[config.mk]
export PLATFORM = sky130hd
export DESIGN_NAME = audio_mix_log_compressor
export DESIGN_NICKNAME = d
export VERILOG_FILES = /design/src/rtl/core/amlc_pkg.sv /design/src/rtl/core/amlc_front.sv /design/src/rtl/core/amlc_queue.sv /design/src/rtl/core/amlc_back.sv /design/src/rtl/core/audio_mix_log_compressor.sv
export SDC_FILE = /design/constraint.sdc
export NUM_CORES = 2
export LEC_CHECK = 0
export CORE_MARGIN = 3
export CORE_UTILIZATION = 55
export DETAILED_ROUTE_END_ITERATION = 12
export DONT_BUFFER_PORTS = 1
export PLACE_DENSITY_LB_ADDON = 0.05
export SLEW_MARGIN = 5
export SYNTH_ARGS = -nofsm -noshare
export SYNTH_HDL_FRONTEND = slang
export SYNTH_SLANG_ARGS = --single-unit
[constraint.sdc]
create_clock -name clock -period 21.8 [get_ports clock]
set_input_delay 6.54 -clock clock [delete_from_list [all_inputs] [get_ports clock]]
set_output_delay 6.54 -clock clock [all_outputs]
set_load 0.03 [all_outputs]
[src/rtl/core/amlc_pkg.sv]
// ----------------------------------------------------------------------------
// amlc_pkg
// Shared constants and lookup tables for the log-compressing audio mixer.
// ----------------------------------------------------------------------------
package amlc_pkg;

   localparam int SAMPLE_W  = 16;
   localparam int THR_W     = 5;
   localparam int CHAN_W    = 4;
   localparam int CSR_W     = 5;
   localparam int ALPHA_W   = 14;
   localparam int FRAC_W    = 16;
   localparam int IDX_MAX   = 19;

   // register indexes on the csr port
   localparam logic CSR_THRESHOLD = 1'b0;
   localparam logic CSR_CHANNELS  = 1'b1;

   localparam logic [THR_W-1:0]  THR_RESET  = 5'd12;
   localparam logic [CHAN_W-1:0] CHAN_RESET = 4'd2;

   // alpha in hundredths, paired with threshold index*0.05
   function automatic logic [ALPHA_W-1:0] alpha_lut(input logic [THR_W-1:0] idx);
      logic [ALPHA_W-1:0] a;
      case (idx)
         5'd0:    a = 14'd251;
         5'd1:    a = 14'd267;
         5'd2:    a = 14'd284;
         5'd3:    a = 14'd304;
         5'd4:    a = 14'd326;
         5'd5:    a = 14'd352;
         5'd6:    a = 14'd382;
         5'd7:    a = 14'd417;
         5'd8:    a = 14'd459;
         5'd9:    a = 14'd509;
         5'd10:   a = 14'd571;
         5'd11:   a = 14'd649;
         5'd12:   a = 14'd748;
         5'd13:   a = 14'd881;
         5'd14:   a = 14'd1063;
         5'd15:   a = 14'd1330;
         5'd16:   a = 14'd1751;
         5'd17:   a = 14'd2497;
         5'd18:   a = 14'd4115;
         default: a = 14'd9609;
      endcase
      return a;
   endfunction

   // alpha in Q.16, floor(hundredths * 65536 / 100)
   function automatic logic [22:0] alpha_q16_lut(input logic [THR_W-1:0] idx);
      logic [22:0] a;
      case (idx)
         5'd0:    a = 23'd164495;
         5'd1:    a = 23'd174981;
         5'd2:    a = 23'd186122;
         5'd3:    a = 23'd199229;
         5'd4:    a = 23'd213647;
         5'd5:    a = 23'd230686;
         5'd6:    a = 23'd250347;
         5'd7:    a = 23'd273285;
         5'd8:    a = 23'd300810;
         5'd9:    a = 23'd333578;
         5'd10:   a = 23'd374210;
         5'd11:   a = 23'd425328;
         5'd12:   a = 23'd490209;
         5'd13:   a = 23'd577372;
         5'd14:   a = 23'd696647;
         5'd15:   a = 23'd871628;
         5'd16:   a = 23'd1147535;
         5'd17:   a = 23'd1636433;
         5'd18:   a = 23'd2696806;
         default: a = 23'd6297354;
      endcase
      return a;
   endfunction

   // log2(1 + i/32) in Q.16
   function automatic logic [16:0] log2_lut(input logic [5:0] i);
      logic [16:0] v;
      case (i)
         6'd0:    v = 17'd0;
         6'd1:    v = 17'd2909;
         6'd2:    v = 17'd5732;
         6'd3:    v = 17'd8473;
         6'd4:    v = 17'd11136;
         6'd5:    v = 17'd13727;
         6'd6:    v = 17'd16248;
         6'd7:    v = 17'd18704;
         6'd8:    v = 17'd21098;
         6'd9:    v = 17'd23433;
         6'd10:   v = 17'd25711;
         6'd11:   v = 17'd27936;
         6'd12:   v = 17'd30109;
         6'd13:   v = 17'd32234;
         6'd14:   v = 17'd34312;
         6'd15:   v = 17'd36346;
         6'd16:   v = 17'd38336;
         6'd17:   v = 17'd40285;
         6'd18:   v = 17'd42196;
         6'd19:   v = 17'd44068;
         6'd20:   v = 17'd45904;
         6'd21:   v = 17'd47705;
         6'd22:   v = 17'd49472;
         6'd23:   v = 17'd51207;
         6'd24:   v = 17'd52911;
         6'd25:   v = 17'd54584;
         6'd26:   v = 17'd56229;
         6'd27:   v = 17'd57845;
         6'd28:   v = 17'd59434;
         6'd29:   v = 17'd60997;
         6'd30:   v = 17'd62534;
         6'd31:   v = 17'd64047;
         default: v = 17'd65536;
      endcase
      return v;
   endfunction

endpackage

[src/rtl/core/amlc_front.sv]
// ----------------------------------------------------------------------------
// amlc_front
// Accumulates channel samples into a frame sum and queues finished frames.
// ----------------------------------------------------------------------------
module amlc_front #(
   parameter int MAX_CH = 8,
   parameter int CNT_W  = 4,
   parameter int SUM_W  = 20
) (
   input  logic                              clock,
   input  logic                              reset,
   input  logic                              req_valid,
   output logic                              req_stall,
   input  logic signed [amlc_pkg::SAMPLE_W-1:0] req_sample,
   input  logic [amlc_pkg::THR_W-1:0]        thr,
   input  logic [amlc_pkg::CHAN_W-1:0]       chan,
   input  logic                              q_full,
   output logic                              push,
   output logic [SUM_W+amlc_pkg::THR_W+CNT_W-1:0] push_data
);

   logic signed [SUM_W-1:0]     sum_ff, sum_in, sum_nx;
   logic [CNT_W-1:0]            pos_ff, pos_in;
   logic [CNT_W-1:0]            ceff;
   logic [amlc_pkg::THR_W-1:0]  idx_eff;
   logic                        accept, last;

   always_comb begin
      if (chan == '0) begin
         ceff = CNT_W'(1);
      end else if (32'(chan) > MAX_CH) begin
         ceff = CNT_W'(MAX_CH);
      end else begin
         ceff = CNT_W'(chan);
      end
      if (32'(thr) > amlc_pkg::IDX_MAX) begin
         idx_eff = amlc_pkg::THR_W'(amlc_pkg::IDX_MAX);
      end else begin
         idx_eff = thr;
      end
   end

   assign req_stall = q_full;
   assign accept    = req_valid & ~q_full;
   assign sum_nx    = sum_ff + SUM_W'(req_sample);
   assign last      = ({1'b0, pos_ff} + (CNT_W+1)'(1)) >= {1'b0, ceff};
   assign push      = accept & last;
   assign push_data = {sum_nx, idx_eff, ceff};

   always_comb begin
      sum_in = sum_ff;
      pos_in = pos_ff;
      if (accept) begin
         if (last) begin
            sum_in = '0;
            pos_in = '0;
         end else begin
            sum_in = sum_nx;
            pos_in = pos_ff + CNT_W'(1);
         end
      end
   end

   always_ff @(posedge clock) begin
      if (reset) begin
         sum_ff <= '0;
         pos_ff <= '0;
      end else begin
         sum_ff <= sum_in;
         pos_ff <= pos_in;
      end
   end

endmodule

[src/rtl/core/amlc_queue.sv]
// ----------------------------------------------------------------------------
// amlc_queue
// Two-entry frame queue between the accumulator and the compressor.
// ----------------------------------------------------------------------------
module amlc_queue #(
   parameter int W = 29
) (
   input  logic         clock,
   input  logic         reset,
   input  logic         push,
   input  logic [W-1:0] push_data,
   input  logic         pop,
   output logic [W-1:0] pop_data,
   output logic         full,
   output logic         empty
);

   logic [W-1:0] mem_ff [2];
   logic         wr_ff, rd_ff;
   logic [1:0]   cnt_ff;

   assign full     = cnt_ff == 2'd2;
   assign empty    = cnt_ff == 2'd0;
   assign pop_data = mem_ff[rd_ff];

   always_ff @(posedge clock) begin
      if (push) begin
         mem_ff[wr_ff] <= push_data;
      end
   end

   always_ff @(posedge clock) begin
      if (reset) begin
         wr_ff  <= 1'b0;
         rd_ff  <= 1'b0;
         cnt_ff <= 2'd0;
      end else begin
         if (push) begin
            wr_ff <= ~wr_ff;
         end
         if (pop) begin
            rd_ff <= ~rd_ff;
         end
         cnt_ff <= cnt_ff + {1'b0, push} - {1'b0, pop};
      end
   end

endmodule

[src/rtl/core/amlc_back.sv]
// ----------------------------------------------------------------------------
// amlc_back
// Knee test and log curve: sequencer around one bit-serial divider and one
// shift-normalizing log2 unit, with a registered result word.
// ----------------------------------------------------------------------------
module amlc_back #(
   parameter int CNT_W = 4,
   parameter int SUM_W = 20
) (
   input  logic                                clock,
   input  logic                                reset,
   input  logic                                q_empty,
   input  logic [SUM_W+amlc_pkg::THR_W+CNT_W-1:0] q_data,
   output logic                                pop,
   output logic                                rsp_valid,
   input  logic                                rsp_stall,
   output logic signed [amlc_pkg::SAMPLE_W-1:0] rsp_mixed_sample,
   output logic                                rsp_compressed
);

   localparam int AW   = SUM_W - 1;
   localparam int DFW  = AW + 5;
   localparam int NW   = amlc_pkg::ALPHA_W + DFW + 16;
   localparam int DENW = CNT_W + 28;
   localparam int YW   = NW + 1;
   localparam int LIW  = $clog2(YW);
   localparam int LW   = LIW + 17;
   localparam int FNW  = LW + 5;
   localparam int DVW  = (NW > FNW + 16) ? NW : FNW + 16;
   localparam int DSW  = (DENW > FNW) ? DENW : FNW;
   localparam int DCW  = $clog2(DVW + 1);
   localparam int FW   = 21;

   typedef enum logic [3:0] {
      S_IDLE, S_PREP, S_MUL, S_DIV, S_DIVEND, S_LOG, S_LSEG, S_FNUM, S_MAG, S_DONE
   } state_type;

   typedef enum logic [1:0] {PH_Y, PH_A, PH_F} phase_type;

   state_type                  state_ff;
   phase_type                  phase_ff;
   logic                       neg_ff;
   logic [AW-1:0]              a_ff;
   logic [15:0]                d_ff;
   logic [amlc_pkg::THR_W-1:0] idx_ff;
   logic [CNT_W-1:0]           c_ff;
   logic [15:0]                s16_ff;
   logic [DFW-1:0]             diff_ff;
   logic [22:0]                dd_ff;
   logic [DSW-1:0]             rem_ff, dvs_ff;
   logic [DVW-1:0]             dq_ff;
   logic [DCW-1:0]             dcnt_ff;
   logic [YW-1:0]              lv_ff;
   logic [LIW-1:0]             lcnt_ff;
   logic [LW-1:0]              ly_ff, la_ff;
   logic [FW-1:0]              f_ff;
   logic                       rsp_valid_ff;
   logic [15:0]                rsp_data_ff, res_ff;
   logic                       rsp_comp_ff, comp_ff;

   // frame fields
   logic signed [SUM_W-1:0]    q_sum;
   logic [amlc_pkg::THR_W-1:0] q_idx;
   logic [CNT_W-1:0]           q_c;
   logic [AW-1:0]              q_a;

   // combinational helpers
   logic [amlc_pkg::ALPHA_W-1:0] a100;
   logic [DFW-1:0]             lhs, rhs;
   logic [DSW:0]               trial;
   logic                       qbit;
   logic [4:0]                 seg_i;
   logic [10:0]                seg_lo;
   logic [16:0]                t0, t1;
   logic [22:0]                seg_p;
   logic [LW-1:0]              lres;
   logic [36:0]                mprod;
   logic [20:0]                mag;
   logic [16:0]                magsat;

   assign {q_sum, q_idx, q_c} = q_data;
   assign q_a  = q_sum[SUM_W-1] ? AW'(-q_sum) : AW'(q_sum);
   assign pop  = (state_ff == S_IDLE) && !q_empty;
   assign a100 = amlc_pkg::alpha_lut(idx_ff);
   assign lhs  = DFW'(a_ff) * DFW'(20);
   assign rhs  = DFW'(idx_ff) * DFW'(d_ff);

   assign trial = {rem_ff, dq_ff[DVW-1]};
   assign qbit  = trial >= {1'b0, dvs_ff};

   assign seg_i  = lv_ff[15:11];
   assign seg_lo = lv_ff[10:0];
   assign t0     = amlc_pkg::log2_lut({1'b0, seg_i});
   assign t1     = amlc_pkg::log2_lut({1'b0, seg_i} + 6'd1);
   assign seg_p  = 23'(t1 - t0) * 23'(seg_lo);
   assign lres   = LW'({lcnt_ff, 16'd0}) + LW'(t0) + LW'(seg_p[22:11]);

   assign mprod = 37'(d_ff) * 37'(f_ff);
   assign mag   = mprod[36:16];
   always_comb begin
      if (neg_ff) begin
         magsat = (mag > 21'd32768) ? 17'd32768 : mag[16:0];
      end else begin
         magsat = (mag > 21'd32767) ? 17'd32767 : mag[16:0];
      end
   end

   always_ff @(posedge clock) begin
      if (reset) begin
         state_ff     <= S_IDLE;
         phase_ff     <= PH_Y;
         rsp_valid_ff <= 1'b0;
      end else begin
         // S_DONE reloads the word itself when the current one is taken
         if (rsp_valid_ff && !rsp_stall && state_ff != S_DONE) begin
            rsp_valid_ff <= 1'b0;
         end
         case (state_ff)
            S_IDLE: begin
               if (!q_empty) begin
                  neg_ff   <= q_sum[SUM_W-1];
                  a_ff     <= q_a;
                  d_ff     <= q_sum[SUM_W-1] ? 16'd32768 : 16'd32767;
                  idx_ff   <= q_idx;
                  c_ff     <= q_c;
                  s16_ff   <= q_sum[15:0];
                  state_ff <= S_PREP;
               end
            end
            S_PREP: begin
               if (lhs <= rhs) begin
                  res_ff   <= s16_ff;
                  comp_ff  <= 1'b0;
                  state_ff <= S_DONE;
               end else begin
                  diff_ff  <= lhs - rhs;
                  dd_ff    <= 23'(d_ff) * 23'd100;
                  state_ff <= S_MUL;
               end
            end
            S_MUL: begin
               dq_ff    <= DVW'({(amlc_pkg::ALPHA_W+DFW)'(a100) *
                                 (amlc_pkg::ALPHA_W+DFW)'(diff_ff), 16'd0});
               dvs_ff   <= DSW'(DENW'(dd_ff) *
                                DENW'(DENW'(c_ff) * DENW'(20) - DENW'(idx_ff)));
               rem_ff   <= '0;
               dcnt_ff  <= '0;
               phase_ff <= PH_Y;
               state_ff <= S_DIV;
            end
            S_DIV: begin
               rem_ff  <= qbit ? DSW'(trial - {1'b0, dvs_ff}) : DSW'(trial);
               dq_ff   <= {dq_ff[DVW-2:0], qbit};
               dcnt_ff <= dcnt_ff + DCW'(1);
               if (dcnt_ff == DCW'(DVW - 1)) begin
                  state_ff <= S_DIVEND;
               end
            end
            S_DIVEND: begin
               case (phase_ff)
                  PH_F: begin
                     f_ff     <= (|dq_ff[DVW-1:FW]) ? {FW{1'b1}} : dq_ff[FW-1:0];
                     state_ff <= S_MAG;
                  end
                  default: begin
                     lv_ff    <= YW'(dq_ff) + YW'(65536);
                     lcnt_ff  <= '0;
                     state_ff <= S_LOG;
                  end
               endcase
            end
            S_LOG: begin
               // normalize to [1,2) one bit per cycle
               if (|lv_ff[YW-1:17]) begin
                  lv_ff   <= lv_ff >> 1;
                  lcnt_ff <= lcnt_ff + LIW'(1);
               end else begin
                  state_ff <= S_LSEG;
               end
            end
            S_LSEG: begin
               if (phase_ff == PH_Y) begin
                  ly_ff    <= lres;
                  // 1 + alpha in Q.16 comes straight from the table
                  lv_ff    <= YW'(amlc_pkg::alpha_q16_lut(idx_ff)) + YW'(65536);
                  lcnt_ff  <= '0;
                  phase_ff <= PH_A;
                  state_ff <= S_LOG;
               end else begin
                  la_ff    <= lres;
                  state_ff <= S_FNUM;
               end
            end
            S_FNUM: begin
               dq_ff    <= DVW'({FNW'(idx_ff) * FNW'(la_ff) +
                                 FNW'(5'd20 - idx_ff) * FNW'(ly_ff), 16'd0});
               dvs_ff   <= DSW'(FNW'(la_ff) * FNW'(20));
               rem_ff   <= '0;
               dcnt_ff  <= '0;
               phase_ff <= PH_F;
               state_ff <= S_DIV;
            end
            S_MAG: begin
               res_ff   <= neg_ff ? 16'(17'd65536 - magsat) : magsat[15:0];
               comp_ff  <= 1'b1;
               state_ff <= S_DONE;
            end
            S_DONE: begin
               if (!rsp_valid_ff || !rsp_stall) begin
                  rsp_valid_ff <= 1'b1;
                  rsp_data_ff  <= res_ff;
                  rsp_comp_ff  <= comp_ff;
                  state_ff     <= S_IDLE;
               end
            end
            default: begin
               state_ff <= S_IDLE;
            end
         endcase
      end
   end

   assign rsp_valid        = rsp_valid_ff;
   assign rsp_mixed_sample = rsp_data_ff;
   assign rsp_compressed   = rsp_comp_ff;

endmodule

[src/rtl/core/audio_mix_log_compressor.sv]
// ----------------------------------------------------------------------------
// audio_mix_log_compressor
// Sums channel samples into frames and applies a logarithmic knee curve.
// ----------------------------------------------------------------------------
//
//  channel | ports                                   | dir | notes
//  --------+-----------------------------------------+-----+-------------------
//  req     | req_valid req_stall req_sample          | in  | one sample a word
//  rsp     | rsp_valid rsp_stall rsp_mixed_sample    | out | one word a frame
//          | rsp_compressed                          |     |
//  csr     | csr_we csr_index csr_wdata              | in  | write only
//
//  The front end takes one sample word per cycle; it stalls only when both
//  queue slots hold finished frames.
//  Below the knee a frame goes from the knee test straight to the output
//  word; above it, it takes two passes of a one-bit-per-cycle divider
//  over DVW bits (DVW = 54 at MAX_CH = 8) plus the normalize shifts of
//  two log2 passes.
//  Reset (synchronous) clears the frame sum, queue, sequencer and output;
//  threshold index returns to 12 and channel count to 2.
//  A held rsp word keeps the back end in its last step; samples keep flowing
//  into the queue until both of its slots hold finished frames.
//
module audio_mix_log_compressor #(
   parameter int MAX_CH = 8
) (
   input  logic                                 clock,
   input  logic                                 reset,
   input  logic                                 req_valid,
   output logic                                 req_stall,
   input  logic signed [amlc_pkg::SAMPLE_W-1:0] req_sample,
   output logic                                 rsp_valid,
   input  logic                                 rsp_stall,
   output logic signed [amlc_pkg::SAMPLE_W-1:0] rsp_mixed_sample,
   output logic                                 rsp_compressed,
   input  logic                                 csr_we,
   input  logic                                 csr_index,
   input  logic [amlc_pkg::CSR_W-1:0]           csr_wdata
);

   // count must hold MAX_CH itself; sum holds MAX_CH full-scale samples
   localparam int CNT_W = $clog2(MAX_CH + 1);
   localparam int SUM_W = 17 + $clog2(MAX_CH);
   localparam int QW    = SUM_W + amlc_pkg::THR_W + CNT_W;

   logic [amlc_pkg::THR_W-1:0]  thr_ff;
   logic [amlc_pkg::CHAN_W-1:0] chan_ff;

   logic          q_push, q_pop, q_full, q_empty;
   logic [QW-1:0] q_wdata, q_rdata;

   // configuration registers, raw; clamping happens when a frame closes
   always_ff @(posedge clock) begin
      if (reset) begin
         thr_ff  <= amlc_pkg::THR_RESET;
         chan_ff <= amlc_pkg::CHAN_RESET;
      end else if (csr_we) begin
         case (csr_index)
            amlc_pkg::CSR_THRESHOLD: thr_ff  <= csr_wdata[amlc_pkg::THR_W-1:0];
            amlc_pkg::CSR_CHANNELS:  chan_ff <= csr_wdata[amlc_pkg::CHAN_W-1:0];
            default: begin
            end
         endcase
      end
   end

   // front end: accumulate samples, push finished frames
   amlc_front #(
      .MAX_CH (MAX_CH),
      .CNT_W  (CNT_W),
      .SUM_W  (SUM_W)
   ) u_front (
      .clock      (clock),
      .reset      (reset),
      .req_valid  (req_valid),
      .req_stall  (req_stall),
      .req_sample (req_sample),
      .thr        (thr_ff),
      .chan       (chan_ff),
      .q_full     (q_full),
      .push       (q_push),
      .push_data  (q_wdata)
   );

   // frame queue decouples the two sides
   amlc_queue #(
      .W (QW)
   ) u_queue (
      .clock     (clock),
      .reset     (reset),
      .push      (q_push),
      .push_data (q_wdata),
      .pop       (q_pop),
      .pop_data  (q_rdata),
      .full      (q_full),
      .empty     (q_empty)
   );

   // back end: knee test, divide, log2, curve, output register
   amlc_back #(
      .CNT_W (CNT_W),
      .SUM_W (SUM_W)
   ) u_back (
      .clock            (clock),
      .reset            (reset),
      .q_empty          (q_empty),
      .q_data           (q_rdata),
      .pop              (q_pop),
      .rsp_valid        (rsp_valid),
      .rsp_stall        (rsp_stall),
      .rsp_mixed_sample (rsp_mixed_sample),
      .rsp_compressed   (rsp_compressed)
   );

endmodule
# Word-level counts from Yosys, hierarchy flattened
# Memories as Yosys holds them, arrays and structs flattened. A register that Yosys moved wholly into a read port is not among the register bits.
# Cells that the tools add are included.
# op_classes
n_addsub	20
multipliers	11
div_mod_pow	0
n_lt_le_gt_ge	7
n_eq_ne	21
n_shift	0
muxes	52
n_bitwise	10
reduce_logical	35
# op_table
operator	n
$mux W55	3
$pmux W55 S3	1
$pmux W54 S3	1
$pmux W32 S2	2
$mux W16	6
$mux W23	3
$add A54 B17 Y55 const B	1
$mul A14 B24 Y38	1
$reduce_or A38 Y1	1
$mul A16 B21 Y37	1
$mux W4	9
$pmux W4 S9	1
$ge A33 B32 Y1	1
$reduce_or A33 Y1	1
$mul A21 B32 Y30	1
$mux W32	1
$pmux W16 S2	1
$sub A32 B32 Y32	1
$add A28 B28 Y28	1
$mul A28 B23 Y28	1
$mul A5 B23 Y28	1
$mul A23 B3 Y26 const B	1
$add A23 B17 Y24 const B	1
$le A24 B21 Y1	1
59 further kinds	114
# word_totals
ff_bits	436
latchBits	0
mem_bits_rw	58
mem_bits_ro	2208
input_bits	27
wordCells	192
n_memories	5
# mem_list
name	depth	word_bits	rd	rd_clocked_by_memory_dff	wr	line_no	text
(no name shown)	32	23	1	1	0	amlc_pkg.sv:53	case (idx)
(no name shown)	32	16	1	0	0	amlc_pkg.sv:81	case (i)
(no name shown)	32	16	1	1	0	amlc_pkg.sv:81	
(no name shown)	32	14	1	1	0	amlc_pkg.sv:25	case (idx)
u_queue.mem_ff	2	29	1	1	1	amlc_queue.sv:18	logic [W-1:0] mem_ff [2];

# Logic depth before layout (Yosys ltp)
# depth
ltp_word	8
ltp_mapped	47
depth_no_buf	45

# Modules after synthesis
# From an unflattened synthesis, not the netlist that was laid out.
# hier_totals
hier_cells	7340
area_unflattened_um2	70432.6
# by_module_without_submodules
module	instances	cells_each	area_per_inst_um2	seq_area_each_um2
amlc_back	1	6932	65599.2	11961.5
amlc_queue	1	111	2349.8	1841.8
amlc_front	1	257	2073.2	480.5
audio_mix_log_compressor	1	40	410.4	180.2

# Least setup slack after synthesis
# No wires, ideal clock.
# synth_path
kind	input to register
start	in reset
end	reg with a tool-made name
setup_time_ns	0.129
t_arrival_ns	11.340
required_ns	21.671
path_slack_ns	10.330
path_stages	9
path_buffers	2
path_cell_list	clkbuf_1 -> nor2_1 -> mux2i_1 -> ha_1 -> clkbuf_1 -> nor2_1 -> or3_1 -> o21ai_0 -> o21ai_0
# synth_rtl
item	line_no	text
start: declaration	audio_mix_log_compressor.sv:28	input logic reset,

# Worst setup path in the final report
# layout_path
start	reg u_back.lv_ff[11]
end	reg u_back.ly_ff[20] (data pin)
# layout_between
elab_chain_len	6
# layout_rtl
item	line_no	text
start: declaration	amlc_back.sv:53	logic [YW-1:0] lv_ff;
start signal: assignment	amlc_back.sv:166	lv_ff <= YW'(dq_ff) + YW'(65536);
start signal: assignment	amlc_back.sv:175	lv_ff <= lv_ff >> 1;
start signal: assignment	amlc_back.sv:185	lv_ff <= YW'(amlc_pkg::alpha_q16_lut(idx_ff)) + YW'(65536);
$add A5 B1 Y6 (*)	amlc_back.sv:94	assign t1 = amlc_pkg::log2_lut({1'b0, seg_i} + 6'd1);
$mem_v2 Z32 W16	-	
$mux W17 (*)	amlc_pkg.sv:81	
$sub A17 B17 Y18 (*)	amlc_back.sv:95	assign seg_p = 23'(t1 - t0) * 23'(seg_lo);
$mul A23 B11 Y23 (*)	amlc_back.sv:95	
$add A23 B12 Y23 (*)	amlc_back.sv:96	assign lres = LW'({lcnt_ff, 16'd0}) + LW'(t0) + LW'(seg_p[22:11]);
via u_back.lres[20]	amlc_back.sv:76	logic [LW-1:0] lres;
end signal: assignment	amlc_back.sv:183	ly_ff <= lres;
end: declaration	amlc_back.sv:55	logic [LW-1:0] ly_ff, la_ff;
# The timed path passes the listed nets; every way through them passes the cells marked *.
# A chain may end at the register's enable or synchronous reset.

==> impl_metrics.json <==
{
  "vias": 53571,
  "grt_first_pass_wirelength_um": 313000,
  "finalCritPeriodShare_pct": 53.49,
  "crit_fanout": 25,
  "cts_htree_levels": 2,
  "timing.hold.ws_ns": 0.4193,
  "antenna_found_initial": 6,
  "outcome": "complete, no violations",
  "async_reset_ff_share_pct": 0,
  "multi_input_area_um2": 53820,
  "worstMarginPinSlew_ns": 1.257,
  "synth_edf_count": 417,
  "grt-busiest-layer": "met2",
  "initial_utilization_pct": 55.56,
  "cts_buffers": 60,
  "clk_pin_slew_worst_paths_ns": 0.06,
  "globalplace.congestion": 0.9066,
  "cts_resized": 0,
  "worstPathArrival_ns": 12.05,
  "dp_hpwl_um": 157700,
  "final_layout_size_suffix_gt1_share_pct": 3.452,
  "area_growth_pct": 5.516,
  "synth_area_um2": 74330,
  "core_area_um2": 133800,
  "worst_path_max_delay_cell": "edfxtp_1",
  "fmax_ghz": 0.08576,
  "overflow": 0,
  "hold_viol_final": 0,
  "maxCapViolCount": 0,
  "drv_slew": 0,
  "drc": 0,
  "die_w_um": 373.6,
  "row_count": 134,
  "die-area_um2": 139600,
  "portBuffers": 0,
  "pin_count": 46,
  "reg2reg_slack_ns": 10.14,
  "slowest_delay_ns": 0.92,
  "pre_cts_slack_ns": 10.27,
  "finalSetupViolations": 0,
  "ys_seq_elements": 514,
  "cts-root-buf": "clkbuf_16",
  "synthDistinctLibCells": 88,
  "setup_ws_ns": 10.14,
  "synth-seq-area-share_pct": 19.46,
  "die_h_um": 373.6,
  "first_pass_iters": 6,
  "use_met2_pct": 44.16,
  "skew_ns": 0.05972,
  "grtUsageMet1_pct": 42.19,
  "critPathRequiredTime_ns": 22.19,
  "syn_avg_cell_area_um2": 9.536,
  "viasPerCell": 5.617,
  "grt_pass1_vias": 54909,
  "wl_um": 192900,
  "rsz0062_at_grt": "false",
  "ys.flop_type": "edfxtp_1",
  "met3_usage_pct": 4.641,
  "yosysWarnings": 0,
  "grt_max_degree": 55,
  "wl_per_cell_um": 20.23,
  "criticalPathCategory": "flip-flop to flip-flop",
  "holdBufCountCts": 0,
  "clk_latency_ns": 0.69,
  "track_usage_pct": 28.37,
  "critPathLaunchType": "flip-flop",
  "seq_area_um2": 14470,
  "fin_tns_setup_ns": 0,
  "cts_sinks": 514,
  "cts_tree": "built",
  "synthCells": 7795,
  "detail_route.iter0.violations": 3836,
  "final_nets": 9602,
  "ant_nets": 0,
  "worst_setup_path_end_kind": "flip-flop",
  "postCtsSetupRepairBufs": 0,
  "hp-class": "flip-flop to flip-flop",
  "fin_crit_ns": 11.66,
  "nFillCells": 11811,
  "relSlewSlack_pct": 16.00,
  "clock_path_buffers": 3
}
## placed cells by master, fill, tap and decap left out, types with 27 or more instances in the layout
master and instances:
ha_1 686, buf_4 83, xor2_1 114, o22ai_1 34, o21ai_0 267, o21bai_1 33, nand2_1 832, nor3_1 99
a211oi_1 56, conb_1 36, inv_1 1412, xnor2_1 258, o211ai_1 27, and3_1 43, dfxtp_1 95, mux2i_1 58
fa_1 1176, a21o_1 65, nor2b_1 69, nand3_1 107, a22oi_1 39, or3_1 40, clkbuf_16 60, or2_2 27
nor2_1 411, and2_1 367, a21oi_1 324, a31oi_1 35, o21a_1 41, nand4_1 31, nand2b_1 69, edfxtp_1 417
## cell families (layout without fill, tap and decap cells)
| group | after synthesis | after routing | share of synthesized area, % |
|---|---|---|---|
| simple gates | 2186 | 2186 | 14.02 |
| other cells | 2 | 42 | 0.01010 |
| xor+xnor | 373 | 373 | 4.395 |
| buf+inv | 1678 | 1612 | 8.475 |
| fa+ha+maj | 1862 | 1862 | 43.22 |
| compound gates | 1102 | 1102 | 9.345 |
| flops | 514 | 514 | 19.46 |
| mux | 78 | 78 | 1.079 |
## critical path, delay by kind of cell (launching register included)
family                     cells  cell delay, ns
xor gates and xnor gates       4            2.03
AOI/OAI and AO/OA             15            2.79
and+or+nand+nor                8            1.39
adders and majority gates     10            4.19
buffers and inverters          1            0.05
DFF                            1            0.92
## per-layer routing
metal	up-vias	wire length [µm]
li1	24905	-
met1	26948	89080
met2	1516	86440
met3	200	13390
met4	2	4005
met5	-	13
## area by class of cell
class                           count  share of cell area (%)
Sequential cell                   514                   18.44
Multi-Input combinational cell   5637                   68.62
Timing Repair Buffer               83                  0.7944
Clock inverter                     40                  0.5248
Tap cell                         1768                   2.820
Antenna cell                        6                 0.01914
Clock buffer                       72                   1.997
Inverter                         1417                   6.781
## synth_stat cells (31+ instances only)
library cell | number | area, µm²
a211oi_1 | 56 | 420.4
nand2b_1 | 69 | 431.7
o21a_1 | 41 | 307.8
edfxtp_1 | 417 | 12520
ha_1 | 686 | 8583
nor2b_1 | 70 | 437.9
nor2_1 | 415 | 1558
clkbuf_1 | 251 | 942.2
xor2_1 | 114 | 998.5
nand2_1 | 832 | 3123
a21oi_1 | 326 | 1632
mux2i_1 | 61 | 610.6
a22oi_1 | 39 | 292.8
nand3_1 | 108 | 540.5
o21bai_1 | 33 | 247.7
xnor2_1 | 259 | 2268
o21ai_0 | 268 | 1341
nor3_1 | 108 | 540.5
fa_1 | 1176 | 23540
and3_1 | 43 | 269.0
inv_1 | 1413 | 5304
o22ai_1 | 34 | 212.7
nand4_1 | 31 | 193.9
or3_1 | 40 | 250.2
a31oi_1 | 35 | 219.0
a21o_1 | 65 | 488.0
and2_1 | 367 | 2296
dfxtp_1 | 97 | 1942
## final timing paths
kind	from	to	depth (start not counted)
setup / recovery	u_back.lv_ff[11]	u_back.ly_ff[20]	38
hold / removal	u_back.res_ff[8]	u_back.rsp_mixed_sample[8]	0
setup reg to reg	u_back.lv_ff[11]	u_back.ly_ff[20]	38
hold reg to reg	u_back.res_ff[8]	u_back.rsp_mixed_sample[8]	0
## stage by stage
| stage | utilization (%) | area (µm²) | std cells |
|---|---|---|---|
| final | 58.62 | 78430 | 9537 |
| after global routing | 58.61 | 78420 | 9531 |
| after CTS | 58.61 | 78420 | 9531 |
| after detailed placement | 57.13 | 76440 | 9419 |
| after global placement | 57.13 | 76440 | 9419 |
| after floorplan | - | 74460 | 7829 |
## registers in the layout (all words and copies together), names as in the netlist, 18 cells and up, named ones only
name	cells
u_back.a_ff	18
u_front.sum_ff	20
u_back.lv_ff	55
u_back.dq_ff	54
u_queue.mem_ff	58
u_back.f_ff	21
u_back.diff_ff	24
u_back.la_ff	23
u_back.dvs_ff	30
u_back.ly_ff	23
u_back.rem_ff	32
Power is not shown: default switching activity piles up to over one toggle a cycle in this logic, so the estimate is an artifact.
